===== src/rtl/core/ctb_pkg.sv =====
// ctb_pkg: shared sizes, opcodes and state types of the cursor text buffer
// depends on nothing; imported by cursor_text_buffer
package ctb_pkg;

    // line capacity in characters (2 .. 63)
    localparam int CAPACITY = 32;
    localparam int CNT_W    = $clog2(CAPACITY + 1);
    localparam int ADDR_W   = $clog2(CAPACITY);

    localparam int CHAR_W   = 8;
    localparam int MOVE_W   = 8;
    localparam int OP_W     = 2;

    typedef enum logic [OP_W-1:0] {
        OP_TYPE  = 2'd0,
        OP_MOVE  = 2'd1,
        OP_BACK  = 2'd2,
        OP_PRINT = 2'd3
    } op_t;

    typedef enum logic [1:0] {
        ST_IDLE,
        ST_MOVE_R,
        ST_MOVE_L,
        ST_PRINT
    } state_t;

    // where the item in the read stage comes from
    typedef enum logic [1:0] {
        SRC_LEFT,
        SRC_RIGHT,
        SRC_EOL
    } src_t;

endpackage


===== src/rtl/core/cursor_text_buffer.sv =====
// cursor_text_buffer: gap buffer line editor with two character stacks in ram
// depends on ctb_pkg (sizes, opcodes, state types)
//
//  channel | ports                     | contents
//  --------+---------------------------+----------------------------------------
//  input   | s_tvalid s_tready s_tdata | tuser: opcode; tdata: char_in, move_amount
//          | s_tuser                   |
//  output  | m_tvalid m_tready m_tdata | tdata: char_out; tuser: end_of_line;
//          | m_tuser m_tlast           | tlast: last
//
// type and backspace complete on acceptance, leaving the input ready for the next
// command. move carries one character a cycle through a read of one stack ram and a
// write of the other. print issues one stack ram read a cycle while the sink keeps
// up, left+right+1 transfers in all; a stalled sink holds the reads back and a
// 2-entry output queue takes up the slack.
// reset (aresetn low, synchronous) clears counts, sequencer and queue; ram
// contents stay undefined until written, and only entries below a count are read.
module cursor_text_buffer
    import ctb_pkg::*;
(
    input  logic              aclk,
    input  logic              aresetn,
    input  logic              s_tvalid,
    output logic              s_tready,
    input  logic [15:0]       s_tdata,   // [7:0] char_in, [15:8] move_amount
    input  logic [OP_W-1:0]   s_tuser,   // [1:0] opcode
    output logic              m_tvalid,
    input  logic              m_tready,
    output logic [CHAR_W-1:0] m_tdata,   // [7:0] char_out
    output logic              m_tuser,   // [0] end_of_line
    output logic              m_tlast
);

    // stack rams
    logic [CHAR_W-1:0] left_mem  [CAPACITY];
    logic [CHAR_W-1:0] right_mem [CAPACITY];
    logic [CHAR_W-1:0] left_rd_reg, right_rd_reg;
    logic [ADDR_W-1:0] left_raddr, right_raddr, left_waddr;
    logic              left_we, right_we;
    logic [CHAR_W-1:0] left_wdata;

    // control state
    state_t            state_reg, state_next;
    logic [CNT_W-1:0]  lc_reg, lc_next, rc_reg, rc_next;
    logic [CNT_W-1:0]  pos_reg, pos_next;
    logic [MOVE_W-1:0] dist_reg, dist_next;
    logic              wr_pend_reg, wr_pend_next;
    logic [ADDR_W-1:0] wdst_reg, wdst_next;
    logic              stage_vld_reg, stage_vld_next;
    src_t              stage_src_reg, stage_src_next;

    // output queue
    logic [CHAR_W-1:0] q_char_reg [2];
    logic              q_eol_reg  [2];
    logic              q_wptr_reg, q_rptr_reg;
    logic [1:0]        q_cnt_reg;

    logic              in_xfer, out_xfer, can_issue;
    logic [2:0]        occ;
    logic [CNT_W:0]    total, right_pos;
    op_t               op;
    logic [CHAR_W-1:0] char_in;
    logic [MOVE_W-1:0] move_amount;
    logic [CHAR_W-1:0] push_char;

    assign op          = op_t'(s_tuser);
    assign char_in     = s_tdata[7:0];
    assign move_amount = s_tdata[15:8];
    assign s_tready    = (state_reg == ST_IDLE) && !wr_pend_reg;
    assign in_xfer     = s_tvalid && s_tready;
    assign out_xfer    = m_tvalid && m_tready;

    // items held or on their way to the queue decide whether a read may issue
    assign occ       = {1'b0, q_cnt_reg} + {2'b00, stage_vld_reg};
    assign can_issue = (occ < 3'd2) || ((occ == 3'd2) && out_xfer);

    assign total     = {1'b0, lc_reg} + {1'b0, rc_reg};
    assign right_pos = total - {{CNT_W{1'b0}}, 1'b1} - {1'b0, pos_reg};

    // sequencer: next state, counts and ram addresses
    always_comb begin
        state_next     = state_reg;
        lc_next        = lc_reg;
        rc_next        = rc_reg;
        pos_next       = pos_reg;
        dist_next      = dist_reg;
        wr_pend_next   = 1'b0;
        wdst_next      = wdst_reg;
        stage_vld_next = 1'b0;
        stage_src_next = stage_src_reg;
        left_raddr     = pos_reg[ADDR_W-1:0];
        right_raddr    = right_pos[ADDR_W-1:0];
        left_we        = 1'b0;
        left_waddr     = wdst_reg;
        left_wdata     = right_rd_reg;
        right_we       = 1'b0;

        // finish the write half of a move step issued last cycle
        if (wr_pend_reg) begin
            if (state_reg == ST_MOVE_L) begin
                right_we = 1'b1;
            end else begin
                left_we = 1'b1;
            end
        end

        case (state_reg)
            ST_IDLE: begin
                if (in_xfer) begin
                    case (op)
                        OP_TYPE: begin
                            if (total < (CNT_W+1)'(CAPACITY)) begin
                                left_we    = 1'b1;
                                left_waddr = lc_reg[ADDR_W-1:0];
                                left_wdata = char_in;
                                lc_next    = lc_reg + 1'b1;
                            end
                        end
                        OP_MOVE: begin
                            if (move_amount[MOVE_W-1]) begin
                                dist_next  = MOVE_W'(0) - move_amount;
                                state_next = ST_MOVE_L;
                            end else if (move_amount != '0) begin
                                dist_next  = move_amount;
                                state_next = ST_MOVE_R;
                            end
                        end
                        OP_BACK: begin
                            if (lc_reg != '0) begin
                                lc_next = lc_reg - 1'b1;
                            end
                        end
                        OP_PRINT: begin
                            pos_next   = '0;
                            state_next = ST_PRINT;
                        end
                        default: ;
                    endcase
                end
            end
            ST_MOVE_R: begin
                // pop right stack top, push onto left stack next cycle
                right_raddr = rc_reg[ADDR_W-1:0] - 1'b1;
                if (dist_reg != '0 && rc_reg != '0 && lc_reg < CNT_W'(CAPACITY)) begin
                    rc_next      = rc_reg - 1'b1;
                    lc_next      = lc_reg + 1'b1;
                    wdst_next    = lc_reg[ADDR_W-1:0];
                    wr_pend_next = 1'b1;
                    dist_next    = dist_reg - 1'b1;
                end else begin
                    state_next = ST_IDLE;
                end
            end
            ST_MOVE_L: begin
                // pop left stack top, push onto right stack next cycle
                left_raddr = lc_reg[ADDR_W-1:0] - 1'b1;
                if (dist_reg != '0 && lc_reg != '0 && rc_reg < CNT_W'(CAPACITY)) begin
                    lc_next      = lc_reg - 1'b1;
                    rc_next      = rc_reg + 1'b1;
                    wdst_next    = rc_reg[ADDR_W-1:0];
                    wr_pend_next = 1'b1;
                    dist_next    = dist_reg - 1'b1;
                end else begin
                    state_next = ST_IDLE;
                end
            end
            ST_PRINT: begin
                // one character a cycle while the output queue has room: left stack bottom up, right stack top down
                if (can_issue) begin
                    stage_vld_next = 1'b1;
                    pos_next       = pos_reg + 1'b1;
                    if ({1'b0, pos_reg} < {1'b0, lc_reg}) begin
                        stage_src_next = SRC_LEFT;
                    end else if ({1'b0, pos_reg} < total) begin
                        stage_src_next = SRC_RIGHT;
                    end else begin
                        stage_src_next = SRC_EOL;
                        state_next     = ST_IDLE;
                    end
                end
            end
            default: state_next = ST_IDLE;
        endcase
    end

    // control registers
    always_ff @(posedge aclk) begin
        if (!aresetn) begin
            state_reg     <= ST_IDLE;
            lc_reg        <= '0;
            rc_reg        <= '0;
            wr_pend_reg   <= 1'b0;
            stage_vld_reg <= 1'b0;
        end else begin
            state_reg     <= state_next;
            lc_reg        <= lc_next;
            rc_reg        <= rc_next;
            wr_pend_reg   <= wr_pend_next;
            stage_vld_reg <= stage_vld_next;
        end
    end

    always_ff @(posedge aclk) begin
        pos_reg       <= pos_next;
        dist_reg      <= dist_next;
        wdst_reg      <= wdst_next;
        stage_src_reg <= stage_src_next;
    end

    // left stack ram
    always_ff @(posedge aclk) begin
        if (left_we) begin
            left_mem[left_waddr] <= left_wdata;
        end
        left_rd_reg <= left_mem[left_raddr];
    end

    // right stack ram
    always_ff @(posedge aclk) begin
        if (right_we) begin
            right_mem[wdst_reg] <= left_rd_reg;
        end
        right_rd_reg <= right_mem[right_raddr];
    end

    // read stage data into the output queue
    always_comb begin
        case (stage_src_reg)
            SRC_LEFT:  push_char = left_rd_reg;
            SRC_RIGHT: push_char = right_rd_reg;
            default:   push_char = '0;
        endcase
    end

    always_ff @(posedge aclk) begin
        if (stage_vld_reg) begin
            q_char_reg[q_wptr_reg] <= push_char;
            q_eol_reg[q_wptr_reg]  <= (stage_src_reg == SRC_EOL);
        end
    end

    always_ff @(posedge aclk) begin
        if (!aresetn) begin
            q_wptr_reg <= 1'b0;
            q_rptr_reg <= 1'b0;
            q_cnt_reg  <= '0;
        end else begin
            if (stage_vld_reg) begin
                q_wptr_reg <= ~q_wptr_reg;
            end
            if (out_xfer) begin
                q_rptr_reg <= ~q_rptr_reg;
            end
            q_cnt_reg <= q_cnt_reg + {1'b0, stage_vld_reg} - {1'b0, out_xfer};
        end
    end

    // result channel
    assign m_tvalid = (q_cnt_reg != '0);
    assign m_tdata  = q_char_reg[q_rptr_reg];
    assign m_tuser  = q_eol_reg[q_rptr_reg];
    assign m_tlast  = q_eol_reg[q_rptr_reg];

endmodule


===== config.mk =====
export PLATFORM = sky130hd
export DESIGN_NAME = cursor_text_buffer
export DESIGN_NICKNAME = d
export VERILOG_FILES = /design/src/rtl/core/ctb_pkg.sv /design/src/rtl/core/cursor_text_buffer.sv
export SDC_FILE = /design/constraint.sdc
export NUM_CORES = 1
export LEC_CHECK = 0
export BUFFER_PORTS_ARGS = -buffer_cell sky130_fd_sc_hd__buf_2
export CORE_MARGIN = 3
export CORE_UTILIZATION = 50
export DETAILED_ROUTE_END_ITERATION = 8
export PLACE_DENSITY = 0.68
export SYNTH_ARGS = -nofsm -noshare
export SYNTH_HDL_FRONTEND = slang
export SYNTH_SLANG_ARGS = --single-unit

===== constraint.sdc =====
create_clock -name aclk -period 3.1 [get_ports aclk]
set_input_delay 0.155 -clock aclk [delete_from_list [all_inputs] [get_ports aclk]]
set_output_delay 0.155 -clock aclk [all_outputs]
set_load 0.005 [all_outputs]

==> reports/metrics.yaml <==
status:
  status: "finished, final reports clean"
die:
  fp.dieW_um: 234
  core_area_um2: 51400
  io_pins: 34
  dieArea_um2: 54900
  fp-row-count: 83
  die_y_um: 234
  initial_utilization_pct: 50.7
timing:
  drv_slew: 0
  rsz0062_at_grt: "true"
  whs_ns: 0.0256
  skew_ns: 0.0332
  max_freq_ghz: 0.323
  tightest_slew_ns: 0.885
  fin_crit_sh_pct: 99.7
  fin_crit_ns: 3.09
  hold_viol_final: 0
  relSlewSlack_pct: 40.9
  finalSetupViolCount: 0
synthesis:
  synthesis.yosys.warnings: 0
  synth_nets: 1866
  synth_ff_type: "edfxtp_1"
  ys_ff_latch: 588
  netlist_instances: 1799
  synthArstFlopShare_pct: 0
  synth_edf_count: 551
  synth_cell_types: 81
  ys_seq_area_share_pct: 66.4
  syn-cell-area_um2: 26000
  syn-mean-instance-area_um2: 14.5
layout:
  area_growth_syn_to_layout_pct: 18.0
  drive_gt1_share_pct: 21.4
  nets: 2051
  mostFrequentLayoutCells: "edfxtp_1 (551), buf_4 (153), nor2_1 (142), nand2_1 (102), o21ai_0 (77)"
  final_util_pct: 59.8
  layout_commonest_cell: "edfxtp_1"
  diodes: 0
  design_area_um2: 30700
  nFillCells: 3831
power:
  total_leakage_power_nw: 10.6
  powerDensity_nw_per_um2: 1050
  intPower_mw: 20.9
  ir_worst_vdd_mv: 0.844
  power_frac_comb_pct: 44.2
  swShare_pct: 35.6
  p_clk_share_pct: 22.7
  switchingPower_mw: 11.5
  pwr-share-seq_pct: 33.1
clock_network:
  clk_pin_slew_ns: 0.06
  clk_latency_ns: 0.63
  ctsHtreeMaxLevel: 2
  cts-buffers-inserted: 59
  ctsRootBufferMaster: "clkbuf_16"
  clock_path_buffers: 3
  clock-sinks: 588
  cts_tree: "yes"
placed_design:
  port_buffers: 33
  place.detailed.hpwl_um: 42700
  place_area_um2: 28100
  gp_congestion: 0.927
critical_path:
  endpoint: "right_rd_reg[2]"
  path_delay_family: "adder cells"
  critPathLaunchType: "flop"
  crit_buf_inv: 3
  crit_chain: "ha_2 -> nor2b_1 -> nor2_1 -> xnor2_1 -> ha_1 -> nor2_1 -> and3_4 -> a211oi_4 -> buf_6 -> buf_6 -> bufbuf_16 -> mux2i_1 -> a22o_1 -> a221oi_2"
  worst-path-max-fanout: 5
  reg2reg_slack_ns: 0.008
  slowest_delay_ns: 0.42
  required_ns: 3.63
  worst-r2r-cell-count: 14
  cp_num_cells: 14
  reg2reg_to: "right_rd_reg[2]"
  cp_slowest_cell: "ha_2"
  worst_setup_path_end_kind: "flop"
  reg2reg_from: "rc_reg[2]"
  critPathLaunch: "rc_reg[2]"
  arrival_ns: 3.63
  critPathKind: "reg2reg"
drt:
  drcViolationCount: 0
  vias: 16700
  routed_via_density: 6.16
  wire_per_inst_um: 24.5
  ant_nets: 0
  finalWirelength_um: 66400
  first_pass_iters: 5
  drt-initial-drc-count: 1717
grt:
  grt_pass1_wl_um: 100000
  gr-total-overflow: 0
  grt_usage_pct: 24.2
  grt_pass1_vias: 16400
  antenna_found_initial: 0
  grt_max_degree: 56
flow_run:
  drv_cap: 0
worst_hold_path:
  hold_path.class: "in2reg"
-- routing by layer --
layer  global-route usage [%]  part of all wire [%]  vias up
met5                        0                     0        -
met4                     8.00                   3.5        0
met3                     4.08                   7.6      150
met2                     38.6                    47      767
met1                     34.0                    42     8373
li1                         -                     -     7435
-- worst reg2reg max path, cell delays in order, from the launching register on --
cell and delay [ns]:
dfxtp_1 0.31, ha_2 0.42, nor2b_1 0.18, nor2_1 0.07
xnor2_1 0.23, ha_1 0.32, nor2_1 0.15, and3_4 0.22
a211oi_4 0.04, buf_6 0.15, buf_6 0.13, bufbuf_16 0.27
mux2i_1 0.11, a22o_1 0.22, a221oi_2 0.18
-- power groups by stage --
stage               combinational, mW  sequential (mW)  clock [mW]
floorplan                        7.75             10.8           0
global placement                 11.9             10.8           0
detailed placement               12.1             10.9           0
CTS                              13.7             10.7        7.46
global route                     15.2             10.7        7.77
finish                           14.3             10.7        7.36
-- logic make-up after synthesis --
family	after synthesis	share of synthesized area, %
AO/OA/AOI/OAI	320	8.50
buffers and inverters	139	2.45
XOR/XNOR	39	1.31
adder cells (fa/ha/maj)	45	2.25
AND/OR/NAND/NOR	532	10.3
multiplexers	136	8.84
flip-flops	588	66.4
-- final cells by class --
| class | instances | area [um^2] | share of cell area (%) |
|---|---|---|---|
| sequential | 588 | 17300 | 56.3 |
| clock inverter | 42 | 480 | 1.56 |
| inverter | 34 | 128 | 0.415 |
| timing repair buffer | 229 | 2050 | 6.66 |
| tap | 680 | 851 | 2.77 |
| clock buffer | 70 | 1550 | 5.04 |
| multi-input combinational | 1072 | 8390 | 27.3 |
-- through the flow --
stage | TNS [ns] | power, mW | std cells | setup WS, ns
final | 0 | 32.4 | 2715 | 0.00812
after global routing | -0.372 | 33.7 | 2715 | -0.0659
after CTS | 0 | 31.9 | 2711 | 0.00785
after detailed placement | -1.67 | 23.0 | 2576 | -0.160
after global placement | -0.794 | 22.7 | 2576 | -0.111
after floorplan | 0 | 18.5 | 1799 | 0.0638
-- how the worst min path moves through the flow --
stage | startpoint | end | cells past startpoint
after global routing | s_tdata[9] | dist_reg[1] | 4
final | s_tuser[1] | state_reg[0] | 5
after global placement | state_reg[1] | state_reg[1] | 2
after detailed placement | state_reg[1] | state_reg[1] | 2
after CTS | s_tuser[1] | state_reg[0] | 5
after floorplan | s_tdata[8] | dist_reg[0] | 2
-- synthesized netlist by cell type, types with 37 or more instances --
cell	number	area share, %
mux2i_1	50	1.9
o21ai_0	78	1.5
nor2_1	151	2.2
ha_1	42	2.0
and3_1	70	1.7
dfxtp_1	37	2.8
edfxtp_1	551	64
mux4_2	38	3.3
a211oi_1	44	1.3
clkbuf_1	67	0.97
nor2b_1	52	1.2
nand4_1	61	1.5
o22ai_1	40	0.96
nand2_1	102	1.5
-- repair_timing --
action                                 in CTS  in global routing
setup buffers                               9                  3
resized for setup                          33                 31
pin swaps                                   5                  7
gates cloned                                3                  1
setup endpoints to repair                  36                181
endpoints found under the hold margin      19                  0
hold buffers                               11                  0
No activity file was read; power rests on OpenSTA's default activity.
